`src/rtl/blal_pkg.sv`:
```
// ----------------------------------------------------------------------------
// blal_pkg: shared definitions for the bounded array list engine
// Field widths, request kinds, status codes and the default capacity.
// ----------------------------------------------------------------------------
package blal_pkg;

   // Default number of list entries
   localparam int CAPACITY_DEF = 16;

   // Payload field widths
   localparam int KIND_W   = 3;
   localparam int VALUE_W  = 32;
   localparam int SLOT_W   = 4;
   localparam int STATUS_W = 3;
   localparam int ENTRY_W  = 5;

   // Request kinds
   localparam logic [KIND_W-1:0] KIND_APPEND       = 3'd0;
   localparam logic [KIND_W-1:0] KIND_INSERT       = 3'd1;
   localparam logic [KIND_W-1:0] KIND_REMOVE_LAST  = 3'd2;
   localparam logic [KIND_W-1:0] KIND_REMOVE_FIRST = 3'd3;
   localparam logic [KIND_W-1:0] KIND_REMOVE_AT    = 3'd4;
   localparam logic [KIND_W-1:0] KIND_READ         = 3'd5;
   localparam logic [KIND_W-1:0] KIND_FIND         = 3'd6;
   localparam logic [KIND_W-1:0] KIND_CLEAR        = 3'd7;

   // Result status codes
   localparam logic [STATUS_W-1:0] ST_OK       = 3'd0;
   localparam logic [STATUS_W-1:0] ST_FULL     = 3'd1;
   localparam logic [STATUS_W-1:0] ST_EMPTY    = 3'd2;
   localparam logic [STATUS_W-1:0] ST_BADPOS   = 3'd3;
   localparam logic [STATUS_W-1:0] ST_NOTFOUND = 3'd4;

endpackage

```
`src/rtl/blal_channels.sv`:
```
// ----------------------------------------------------------------------------
// blal_channels: request and response channels of the list engine
// Valid/ready channels; a beat moves when valid and ready are both high.
// ----------------------------------------------------------------------------
interface blal_req_if;
   logic                               valid;
   logic                               ready;
   logic        [blal_pkg::KIND_W-1:0]  kind;
   logic signed [blal_pkg::VALUE_W-1:0] item_value;
   logic        [blal_pkg::SLOT_W-1:0]  slot;

   modport source (output valid, kind, item_value, slot, input ready);
   modport sink   (input valid, kind, item_value, slot, output ready);
endinterface

interface blal_rsp_if;
   logic                                valid;
   logic                                ready;
   logic signed [blal_pkg::VALUE_W-1:0]  result_value;
   logic        [blal_pkg::SLOT_W-1:0]   result_slot;
   logic        [blal_pkg::STATUS_W-1:0] status;
   logic        [blal_pkg::ENTRY_W-1:0]  entry_count;

   modport source (output valid, result_value, result_slot, status, entry_count,
                   input ready);
   modport sink   (input valid, result_value, result_slot, status, entry_count,
                   output ready);
endinterface

```
`src/rtl/bounded_array_list_engine.sv`:
```
// Steps: clear and rejected requests go straight to S_DONE; append or insert at end:
// S_PUT; read: S_LOOK, S_TAKE; remove: S_LOOK, S_TAKE, S_RD, S_WR per entry moved;
// insert: S_RD, S_WR per entry moved, S_PUT; find: S_RD, S_CMP per entry compared.
// Throughput: one request at a time; the next beat is taken in the cycle the response
// goes valid, and a response still waiting holds the next request in its last step.
// Reset (synchronous): sequencer idle, list empty, response empty; memory not cleared.
// ----------------------------------------------------------------------------
// bounded_array_list_engine: fixed-capacity ordered list of signed words
// Append, insert, remove, read, find and clear, stepped through one memory
// by a small sequencer that moves or compares one entry at a time.
// ----------------------------------------------------------------------------
module bounded_array_list_engine #(
   parameter int CAPACITY = blal_pkg::CAPACITY_DEF
) (
   input  logic              clock,
   input  logic              reset,
   blal_req_if.sink          req,
   blal_rsp_if.source        rsp
);
   import blal_pkg::*;

   localparam int ADDR_W = $clog2(CAPACITY);
   localparam int CNT_W  = $clog2(CAPACITY + 1);
   localparam int CMP_W  = (CNT_W > SLOT_W) ? CNT_W : SLOT_W;

   // Sequencer states
   localparam logic [2:0] S_IDLE = 3'd0;
   localparam logic [2:0] S_PUT  = 3'd1;
   localparam logic [2:0] S_LOOK = 3'd2;
   localparam logic [2:0] S_TAKE = 3'd3;
   localparam logic [2:0] S_RD   = 3'd4;
   localparam logic [2:0] S_WR   = 3'd5;
   localparam logic [2:0] S_CMP  = 3'd6;
   localparam logic [2:0] S_DONE = 3'd7;

   // Entry memory
   logic signed [VALUE_W-1:0] mem [CAPACITY];
   logic signed [VALUE_W-1:0] rdata_ff;
   logic                      wr_en;
   logic [ADDR_W-1:0]         wr_addr;
   logic [ADDR_W-1:0]         rd_addr;
   logic signed [VALUE_W-1:0] wr_data;

   // Control and working registers
   logic [2:0]                state_ff, state_in;
   logic [CNT_W-1:0]          occ_ff, occ_in;
   logic [KIND_W-1:0]         kind_ff, kind_in;
   logic signed [VALUE_W-1:0] word_ff, word_in;
   logic [ADDR_W-1:0]         tgt_ff, tgt_in;
   logic [ADDR_W-1:0]         idx_ff, idx_in;
   logic signed [VALUE_W-1:0] rval_ff, rval_in;
   logic [SLOT_W-1:0]         rslot_ff, rslot_in;
   logic [STATUS_W-1:0]       status_ff, status_in;

   // Response register
   logic                      rsp_valid_ff, rsp_valid_in;
   logic signed [VALUE_W-1:0] rsp_value_ff, rsp_value_in;
   logic [SLOT_W-1:0]         rsp_slot_ff, rsp_slot_in;
   logic [STATUS_W-1:0]       rsp_status_ff, rsp_status_in;
   logic [ENTRY_W-1:0]        rsp_count_ff, rsp_count_in;

   logic                      req_beat;
   logic                      is_full;
   logic                      is_empty;
   logic [CMP_W-1:0]          occ_x;
   logic [CMP_W-1:0]          pos_x;
   logic [CNT_W-1:0]          idx_up;
   logic [CNT_W-1:0]          tgt_up;

   assign req.ready = (state_ff == S_IDLE);
   assign req_beat  = req.valid && req.ready;
   assign is_full   = (occ_ff == CNT_W'(CAPACITY));
   assign is_empty  = (occ_ff == '0);
   assign occ_x     = CMP_W'(occ_ff);
   assign pos_x     = CMP_W'(req.slot);
   assign idx_up    = CNT_W'(idx_ff) + CNT_W'(1);
   assign tgt_up    = CNT_W'(tgt_ff) + CNT_W'(1);

   // Sequencer
   always_comb begin
      state_in  = state_ff;
      occ_in    = occ_ff;
      kind_in   = kind_ff;
      word_in   = word_ff;
      tgt_in    = tgt_ff;
      idx_in    = idx_ff;
      rval_in   = rval_ff;
      rslot_in  = rslot_ff;
      status_in = status_ff;
      wr_en     = 1'b0;
      wr_addr   = tgt_ff;
      wr_data   = word_ff;
      rd_addr   = idx_ff;

      case (state_ff)
         S_IDLE: begin
            if (req_beat) begin
               kind_in   = req.kind;
               word_in   = req.item_value;
               rval_in   = '0;
               rslot_in  = '0;
               status_in = ST_OK;
               idx_in    = occ_ff[ADDR_W-1:0];
               state_in  = S_DONE;
               case (req.kind)
                  KIND_APPEND: begin
                     if (is_full) begin
                        status_in = ST_FULL;
                     end else begin
                        tgt_in   = occ_ff[ADDR_W-1:0];
                        state_in = S_PUT;
                     end
                  end
                  KIND_INSERT: begin
                     tgt_in = ADDR_W'(req.slot);
                     if (is_full) begin
                        status_in = ST_FULL;
                     end else if (pos_x > occ_x) begin
                        status_in = ST_BADPOS;
                     end else if (pos_x == occ_x) begin
                        state_in = S_PUT;
                     end else begin
                        state_in = S_RD;
                     end
                  end
                  KIND_REMOVE_LAST: begin
                     tgt_in = occ_ff[ADDR_W-1:0] - ADDR_W'(1);
                     if (is_empty) begin
                        status_in = ST_EMPTY;
                     end else begin
                        state_in = S_LOOK;
                     end
                  end
                  KIND_REMOVE_FIRST: begin
                     tgt_in = '0;
                     if (is_empty) begin
                        status_in = ST_EMPTY;
                     end else begin
                        state_in = S_LOOK;
                     end
                  end
                  KIND_REMOVE_AT: begin
                     tgt_in = ADDR_W'(req.slot);
                     if (is_empty) begin
                        status_in = ST_EMPTY;
                     end else if (pos_x >= occ_x) begin
                        status_in = ST_BADPOS;
                     end else begin
                        state_in = S_LOOK;
                     end
                  end
                  KIND_READ: begin
                     tgt_in = ADDR_W'(req.slot);
                     if (pos_x >= occ_x) begin
                        status_in = ST_BADPOS;
                     end else begin
                        state_in = S_LOOK;
                     end
                  end
                  KIND_FIND: begin
                     idx_in = '0;
                     if (is_empty) begin
                        status_in = ST_NOTFOUND;
                     end else begin
                        state_in = S_RD;
                     end
                  end
                  default: begin
                     occ_in = '0;
                  end
               endcase
            end
         end

         // write the new word at its place
         S_PUT: begin
            wr_en    = 1'b1;
            wr_addr  = tgt_ff;
            wr_data  = word_ff;
            occ_in   = occ_ff + CNT_W'(1);
            state_in = S_DONE;
         end

         // fetch the entry at the target
         S_LOOK: begin
            rd_addr  = tgt_ff;
            state_in = S_TAKE;
         end

         S_TAKE: begin
            rval_in = rdata_ff;
            idx_in  = tgt_ff + ADDR_W'(1);
            if (kind_ff == KIND_READ) begin
               state_in = S_DONE;
            end else if (tgt_up == occ_ff) begin
               occ_in   = occ_ff - CNT_W'(1);
               state_in = S_DONE;
            end else begin
               state_in = S_RD;
            end
         end

         // read one entry: the one below for insert, else the one at idx
         S_RD: begin
            rd_addr = (kind_ff == KIND_INSERT) ? (idx_ff - ADDR_W'(1)) : idx_ff;
            state_in = (kind_ff == KIND_FIND) ? S_CMP : S_WR;
         end

         // move one entry up (insert) or down (remove)
         S_WR: begin
            wr_en   = 1'b1;
            wr_data = rdata_ff;
            if (kind_ff == KIND_INSERT) begin
               wr_addr = idx_ff;
               idx_in  = idx_ff - ADDR_W'(1);
               state_in = ((idx_ff - ADDR_W'(1)) == tgt_ff) ? S_PUT : S_RD;
            end else begin
               wr_addr = idx_ff - ADDR_W'(1);
               idx_in  = idx_ff + ADDR_W'(1);
               if (idx_up == occ_ff) begin
                  occ_in   = occ_ff - CNT_W'(1);
                  state_in = S_DONE;
               end else begin
                  state_in = S_RD;
               end
            end
         end

         // compare one entry against the search word
         S_CMP: begin
            idx_in = idx_ff + ADDR_W'(1);
            if (rdata_ff == word_ff) begin
               rslot_in = SLOT_W'(idx_ff);
               state_in = S_DONE;
            end else if (idx_up == occ_ff) begin
               status_in = ST_NOTFOUND;
               state_in  = S_DONE;
            end else begin
               state_in = S_RD;
            end
         end

         S_DONE: begin
            if (!rsp_valid_ff || rsp.ready) begin
               state_in = S_IDLE;
            end
         end

         default: begin
            state_in = S_IDLE;
         end
      endcase
   end

   // Response register: loaded from the finished request, held until taken
   always_comb begin
      rsp_valid_in  = rsp_valid_ff;
      rsp_value_in  = rsp_value_ff;
      rsp_slot_in   = rsp_slot_ff;
      rsp_status_in = rsp_status_ff;
      rsp_count_in  = rsp_count_ff;
      if (rsp_valid_ff && rsp.ready) begin
         rsp_valid_in = 1'b0;
      end
      if (state_ff == S_DONE && (!rsp_valid_ff || rsp.ready)) begin
         rsp_valid_in  = 1'b1;
         rsp_value_in  = rval_ff;
         rsp_slot_in   = rslot_ff;
         rsp_status_in = status_ff;
         rsp_count_in  = ENTRY_W'(occ_ff);
      end
   end

   // Control state
   always_ff @(posedge clock) begin
      if (reset) begin
         state_ff     <= S_IDLE;
         occ_ff       <= '0;
         rsp_valid_ff <= 1'b0;
      end else begin
         state_ff     <= state_in;
         occ_ff       <= occ_in;
         rsp_valid_ff <= rsp_valid_in;
      end
   end

   // Payload and working registers
   always_ff @(posedge clock) begin
      kind_ff       <= kind_in;
      word_ff       <= word_in;
      tgt_ff        <= tgt_in;
      idx_ff        <= idx_in;
      rval_ff       <= rval_in;
      rslot_ff      <= rslot_in;
      status_ff     <= status_in;
      rsp_value_ff  <= rsp_value_in;
      rsp_slot_ff   <= rsp_slot_in;
      rsp_status_ff <= rsp_status_in;
      rsp_count_ff  <= rsp_count_in;
   end

   // Entry memory: one write and one registered read per cycle
   always_ff @(posedge clock) begin
      if (wr_en) begin
         mem[wr_addr] <= wr_data;
      end
      rdata_ff <= mem[rd_addr];
   end

   assign rsp.valid        = rsp_valid_ff;
   assign rsp.result_value = rsp_value_ff;
   assign rsp.result_slot  = rsp_slot_ff;
   assign rsp.status       = rsp_status_ff;
   assign rsp.entry_count  = rsp_count_ff;

`ifndef NO_ASSERTIONS
   // occupancy never passes the capacity
   a_occ_bound: assert property (@(posedge clock) disable iff (reset)
      occ_ff <= CNT_W'(CAPACITY))
      else $error("list occupancy above capacity");

   // occupancy moves by at most one per cycle, or drops to zero on clear
   a_occ_step: assert property (@(posedge clock) disable iff (reset)
      !$stable(occ_ff) |-> (occ_ff == $past(occ_ff) + CNT_W'(1)) ||
                           (occ_ff == $past(occ_ff) - CNT_W'(1)) ||
                           (occ_ff == '0))
      else $error("occupancy jumped");

   // a request beat makes the engine busy on the next cycle
   a_busy: assert property (@(posedge clock) disable iff (reset)
      req_beat |=> !req.ready)
      else $error("engine ready right after a request beat");

   // memory is written only while a request is in progress
   a_wr_busy: assert property (@(posedge clock) disable iff (reset)
      wr_en |-> (state_ff == S_PUT || state_ff == S_WR))
      else $error("memory write outside a list update");
`endif

endmodule
```
`src/flat_wrapper.sv`:
```
// flat-port wrapper written by rule: the top's interface ports become plain ports
module bounded_array_list_engine_flat import blal_pkg::*;
#(
   parameter int CAPACITY = blal_pkg::CAPACITY_DEF
)
  (clock, reset, req_valid, req_kind, req_item_value, req_slot, req_ready, rsp_valid, rsp_result_value, rsp_result_slot, rsp_status, rsp_entry_count, rsp_ready);
  blal_req_if req_i ();
  blal_rsp_if rsp_i ();
  input  logic clock;
  input  logic reset;
  input wire logic [$bits(req_i.valid)-1:0] req_valid;
  input wire logic [$bits(req_i.kind)-1:0] req_kind;
  input wire logic [$bits(req_i.item_value)-1:0] req_item_value;
  input wire logic [$bits(req_i.slot)-1:0] req_slot;
  output wire logic [$bits(req_i.ready)-1:0] req_ready;
  output wire logic [$bits(rsp_i.valid)-1:0] rsp_valid;
  output wire logic [$bits(rsp_i.result_value)-1:0] rsp_result_value;
  output wire logic [$bits(rsp_i.result_slot)-1:0] rsp_result_slot;
  output wire logic [$bits(rsp_i.status)-1:0] rsp_status;
  output wire logic [$bits(rsp_i.entry_count)-1:0] rsp_entry_count;
  input wire logic [$bits(rsp_i.ready)-1:0] rsp_ready;
  assign req_i.valid = req_valid;
  assign req_i.kind = req_kind;
  assign req_i.item_value = req_item_value;
  assign req_i.slot = req_slot;
  assign req_ready = req_i.ready;
  assign rsp_valid = rsp_i.valid;
  assign rsp_result_value = rsp_i.result_value;
  assign rsp_result_slot = rsp_i.result_slot;
  assign rsp_status = rsp_i.status;
  assign rsp_entry_count = rsp_i.entry_count;
  assign rsp_i.ready = rsp_ready;
  bounded_array_list_engine #(.CAPACITY(CAPACITY)) u_core (.clock(clock), .reset(reset), .req(req_i), .rsp(rsp_i));
endmodule
```
`config.mk`:
```
export PLATFORM = sky130hd
export DESIGN_NAME = bounded_array_list_engine_flat
export DESIGN_NICKNAME = d
export VERILOG_FILES = /design/src/rtl/blal_pkg.sv /design/src/rtl/blal_channels.sv /design/src/rtl/bounded_array_list_engine.sv /design/src/flat_wrapper.sv
export SDC_FILE = /design/constraint.sdc
export NUM_CORES = 1
export LEC_CHECK = 0
export ABC_AREA = 0
export BUFFER_PORTS_ARGS = -buffer_cell sky130_fd_sc_hd__buf_4
export CORE_ASPECT_RATIO = 1.5
export CORE_MARGIN = 2
export CORE_UTILIZATION = 38
export DETAILED_ROUTE_END_ITERATION = 12
export HOLD_SLACK_MARGIN = 0.02
export PLACE_DENSITY = 0.62
export SLEW_MARGIN = 20
export SYNTH_ARGS = -nofsm -noshare
export SYNTH_HDL_FRONTEND = slang
export SYNTH_SLANG_ARGS = --single-unit
```
`constraint.sdc`:
```
create_clock -name clock -period 4.6 [get_ports clock]
set_input_delay 0.23 -clock clock [delete_from_list [all_inputs] [get_ports clock]]
set_output_delay 0.23 -clock clock [all_outputs]
set_load 0.01 [all_outputs]
```
==> impl_metrics.ini, run 1 <==
[place]
post-place-ws_ns = 1.05
place.gp.congestion = 0.877
port_buffers = 88
hpwlAfterDp_um = 39600

[sta]
timing.final.ws_setup_ns = 1.00
finalHoldViolations = 0
setup_viol = 0
relSlewSlack_pct = 29.5
rsz0062_at_grt = false
period_needed_ns = 3.60
drv_slew = 0
tns_ns = 0
finalCritPeriodShare_pct = 78.3
worstMarginPinSlew_ns = 1.05
fin_worst_skew_ns = 0.0199
max_freq_mhz = 278

[setup_path]
path_class = register to register
crit_family = simple AND/OR/NAND/NOR gates
cpMaxStageDelayCell = dfxtp_1
cp-start-kind = register
path_buf_inv = 1
path_cells = or3b_1, nor4_1, a221o_1, or2_2, buf_12, o32ai_1, or4_1
critPathMaxFanout = 45
cpPeakStageDelay_ns = 0.79
worstSetupEndpointType = register
worstPathArrival_ns = 4.10
required_ns = 5.10

[layout]
insertedDiodeCount = 0
final_cell_mix = edfxtp_1 (638), mux2i_1 (262), buf_4 (124)
fillCellCount = 6204
drive_above_1_share_pct = 16.4
fin_nets = 1801
final_common_cell = edfxtp_1
area_growth_pct = 16.2

[synth]
synth-edff-count = 638
synth_ff_type = edfxtp_1
yosys.area_share.adder_pct = 0.699
ys_types = 66
synthSimpleGateAreaFrac_pct = 4.75
synth.yosys.seq_area_share_pct = 73.4
synth_top_family_by_area = multiplexers
muxShareOfSynthArea_pct = 11.0
syn_nets = 1653
synth_compound_area_share_pct = 6.23
netlist_instances = 1596
synth_area_um2 = 27200
synth-xor-area-share_pct = 1.81
synthArstFlopShare_pct = 0
synth_seq_cells = 679
avgSynthCellArea_um2 = 17.1
ys_warn_count = 0

[grt]
antenna_found_initial = 1
grt_max_degree = 91
grt-busiest-layer = met2
gr-total-overflow = 0
grt_use_met2_pct = 32.6
grtUsageTotal_pct = 18.5
grt_pass1_wl_um = 101000
met1_usage_pct = 22.7
use_met3_pct = 2.46
first_global_vias = 15341

[flow_run]
cap_violations = 0

[clock_tree]
cts-resized-gates = 0
cts.sinks = 679
clk_pin_slew_ns = 0.06
clk_latency_ns = 0.64
cts_inserted_buffers = 61
cts_tree = built
htree_levels = 2
clockBufferDepth = 3
post_cts_buffers = 0
cts_root_buf = clkbuf_16

[die]
core_um2 = 71200
rows = 120
initial_core_util_pct = 38.2
dieHeight_um = 332
die_area_um2 = 73800
dieWidth_um = 222
pin_count = 89

[route]
wl_per_cell_um = 25.5
drc = 0
viasPerCell = 5.58
routed_wl_um = 69300
drtIter0Drc = 1320
ant_nets = 0
vias = 15131
drt-pass1-iter-count = 5

[outcome]
status = finished, final reports clean

[hold_path]
worstHoldPathType = input port to register

[power]
p_leak_uw = 0.0113
peakVddDrop_v = 0.000663
power_density_nw_per_um2 = 632
## synth_stat cells, types with 16 or more instances
cell type / number / share of area (%)
a21oi_1: 23 / 0.42
o32ai_1: 97 / 3.1
mux2i_1: 262 / 9.6
dfxtp_1: 41 / 3.0
buf_6: 16 / 0.66
buf_2: 19 / 0.35
and2_1: 34 / 0.78
nor2_1: 41 / 0.57
nand2_1: 33 / 0.46
mux2_2: 32 / 1.3
clkbuf_1: 50 / 0.69
xor2_1: 40 / 1.3
inv_1: 16 / 0.22
or4_1: 33 / 0.91
edfxtp_1: 638 / 70
o22ai_1: 35 / 0.80
## metal layers
layer	up-vias	share of wire [%]	wire (um)
met5	-	0	0
met4	0	4.1	2810
met3	153	5.5	3790
met2	568	51	35100
met1	7715	40	27600
li1	6695	-	-
## layout make-up
type / instances / area [um2] / area share (%)
clock buffers: 72 / 1610 / 5.09
clock inverters: 44 / 440 / 1.39
inverters: 16 / 60.1 / 0.190
multi-input cells: 808 / 6800 / 21.5
flip-flops and latches: 679 / 20000 / 63.2
well taps: 915 / 1140 / 3.62
repair buffers: 178 / 1590 / 5.03
## metrics by stage
stage | utilization [%] | total power [uW] | std cells | hold slack (ns) | area, um2
global route | 44.4 | 20700 | 2712 | 0.233 | 31600
floorplan | - | 12800 | 1596 | 0.329 | 27200
global placement | 41.0 | 14700 | 2554 | 0.405 | 29200
detailed placement | 41.0 | 14900 | 2554 | 0.405 | 29200
finish | 44.4 | 20000 | 2712 | 0.191 | 31600
CTS | 44.4 | 20100 | 2712 | 0.146 | 31600
## timing repair
item,4_1_cts,5_1_grt
hold buffers,42,0
setup endpoints to repair,0,0
endpoints found under the hold margin,48,0
## tightest hold or removal path: cells and delay by family
family / cells / cell delay [ns]
and+or+nand+nor: 3 / 0.34
buffers and inverters: 1 / 0.07
AOI/OAI and AO/OA: 1 / 0.12
## cell families (layout without fill, tap and decap cells)
logic type      Yosys count  in the layout
flops                   679            679
mux                     294            294
simple gates            226            226
compound gates          221            221
buf+inv                 109            310
xor+xnor                 53             53
fa+ha+maj                14             14
## sequential cells by signal, indices dropped and copies added, names as in the netlist, 4 cells and up
name and flops:
u_core.tgt_ff 4, u_core.word_ff 32, u_core.rval_ff 32, u_core.rsp.entry_count 5
u_core.rdata_ff 32, u_core.rsp.result_slot 4, u_core.rsp.result_value 32, u_core.occ_ff 5
u_core.idx_ff 4, u_core.mem 512, u_core.rslot_ff 4
## final timing paths
path	startpoint	to	slack, ns	cells after the start
max	u_core.state_ff[2]$_SDFFE_PP0P_	u_core.rdata_ff[21]$_DFF_P_	1.00	7
min	rsp_ready	u_core.state_ff[2]$_SDFFE_PP0P_	0.19	5
max reg2reg	u_core.state_ff[2]$_SDFFE_PP0P_	u_core.rdata_ff[21]$_DFF_P_	1.00	7
min reg2reg	u_core.rval_ff[16]$_SDFFCE_PN0P_	u_core.rsp.result_value[16]$_DFFE_PP_	0.42	0
## where the power goes
part | switching, uW | internal [uW] | total (uW) | leakage (uW)
clock | 2270 | 2960 | 5230 | 0.000996
sequential | 476 | 7970 | 8450 | 0.00613
combinational | 3990 | 2310 | 6300 | 0.00416
No activity file was read; power rests on OpenSTA's default activity.
==> run 2: changes to the inputs <==
==> constraint.sdc (replaced) <==
create_clock -name clock -period 3.76 [get_ports clock]
set_input_delay 0.188 -clock clock [delete_from_list [all_inputs] [get_ports clock]]
set_output_delay 0.188 -clock clock [all_outputs]
set_load 0.01 [all_outputs]
==> impl_metrics.ini, run 2 (synthesis results as in run 1) <==
[clock_tree]
cts-resized-gates = 0
clockBufferDepth = 3
cts_inserted_buffers = 60
clk_latency_ns = 0.63
cts.sinks = 679
cts_root_buf = clkbuf_16
clk_pin_slew_ns = 0.07
htree_levels = 2
cts_tree = built

[die]
dieHeight_um = 332
initial_core_util_pct = 38.2
pin_count = 89
dieWidth_um = 222
rows = 120
core_um2 = 71200
die_area_um2 = 73800

[route]
drc = 0
routed_wl_um = 69700
wl_per_cell_um = 25.6
ant_nets = 0
vias = 15228
drt-pass1-iter-count = 7
viasPerCell = 5.59
drtIter0Drc = 1463

[setup_path]
path_buf_inv = 5
r2r-end = u_core.rdata_ff[29]$_DFF_P_
rrSetupSlack_ns = 0.33
cpMaxStageDelayCell = a222oi_1
path_class = register to register
cp.depth = 10
startpoint = u_core.idx_ff[0]$_DFFE_PP_
reg2reg_from = u_core.idx_ff[0]$_DFFE_PP_
required_ns = 4.25
crit_path_end = u_core.rdata_ff[29]$_DFF_P_
worstSetupEndpointType = register
cp-start-kind = register
worstPathArrival_ns = 3.93
crit_top_cell = buf_12
ff2ff_path_depth = 10
crit_family = buffers and inverters
path_cells = inv_1, ha_1, inv_1, a222oi_1, buf_12, buf_12, buf_12, mux2i_1, o32ai_1, or4_1
cpPeakStageDelay_ns = 0.59
critPathMaxFanout = 23

[power]
peakVddDrop_v = 0.000557
power_density_nw_per_um2 = 768
p_leak_uw = 0.0114
totalPowerFinal_uw = 24400

[place]
place.gp.congestion = 0.904
hpwlAfterDp_um = 39000
port_buffers = 88
place_area_um2 = 29500
post-place-ws_ns = 0.434

[outcome]
status = finished, final reports clean

[sta]
drv_slew = 0
max_freq_mhz = 291
fin_hold_ws_ns = 0.0722
period_needed_ns = 3.43
finalHoldViolations = 0
setup_viol = 0
rsz0062_at_grt = false
finalCritPeriodShare_pct = 91.2
relSlewSlack_pct = 44.7
worstMarginPinSlew_ns = 0.822
fin_worst_skew_ns = 0.0141
timing.final.ws_setup_ns = 0.329

[layout]
final_cell_mix = edfxtp_1 (638), mux2i_1 (262), buf_4 (121)
insertedDiodeCount = 0
fillCellCount = 6183
fin_util_pct = 44.7
area_growth_pct = 17.0
finalInstanceArea_um2 = 31800
largest_reg_flops = 512
top_register = u_core.mem
final_common_cell = edfxtp_1
fin_nets = 1815
multi_input_area_um2 = 6800
drive_above_1_share_pct = 16.8
register_area_um2 = 20000

[grt]
antenna_found_initial = 1
grt_pass1_wl_um = 102000
grtUsageTotal_pct = 18.7
gr-total-overflow = 0
grt_max_degree = 65
first_global_vias = 15389

[hold_path]
worstHoldPathType = input port to register

[flow_run]
cap_violations = 0
run 2: cell count changes in the layout (fill, tap and decap cells not counted), sizes merged:
cell	change
buf	+15
clkbuf	+15
bufinv	-6
clkinv	-5
clkinvlp	-4
inv	-4
run 2: cell type report:
class                      count  share of cell area, %
sequential                   679                   62.8
timing repair buffer         193                   6.06
tap                          915                   3.60
clock buffer                  87                   5.46
clock inverter                25                  0.586
multi-input combinational    808                   21.3
inverter                      16                  0.189
run 2: layer usage:
layer	vias to the layer above	part of all wire (%)	GRT usage, %
li1	6738	-	-
met1	7772	40	23.4
met2	580	50	32.4
met3	138	5.7	2.52
met4	0	4.1	8.00
met5	-	0	0
run 2: timing repair:
action,in CTS,in global routing
buffers inserted,0,0
hold endpoints to repair,49,0
hold buffers,42,0
run 2: metrics by stage:
step                      TNS [ns]  instances
after floorplan              -7.15       1596
final                            0       2723
after detailed placement         0       2569
after global routing             0       2723
after global placement           0       2569
after CTS                        0       2723
run 2: power by group:
part | total, uW | switching, uW | internal [uW] | leakage, uW
logic | 8140 | 5050 | 3090 | 0.00431
clock network | 6040 | 2690 | 3350 | 0.000948
registers | 10300 | 521 | 9750 | 0.00613
run 2: how the worst min path moves through the flow:
stage / end / slack, ns / cells past startpoint / from
final: u_core.state_ff[0]$_SDFFE_PP0P_ / 0.07 / 5 / req_valid
after global routing: u_core.state_ff[0]$_SDFFE_PP0P_ / 0.09 / 5 / req_valid
after CTS: u_core.state_ff[0]$_SDFFE_PP0P_ / 0.02 / 5 / req_valid
after detailed placement: u_core.word_ff[4]$_DFFE_PP_ / 0.37 / 1 / req_item_value[4]
after global placement: u_core.word_ff[19]$_DFFE_PP_ / 0.37 / 1 / req_item_value[19]
after floorplan: u_core.kind_ff[0]$_DFFE_PP_ / 0.29 / 0 / req_kind[0]
run 2: worst reg2reg max path: stages (launching register included):
cell	delay [ns]
edfxtp_1	0.50
inv_1	0.17
ha_1	0.41
inv_1	0.11
a222oi_1	0.59
buf_12	0.21
buf_12	0.19
buf_12	0.25
mux2i_1	0.27
o32ai_1	0.10
or4_1	0.49
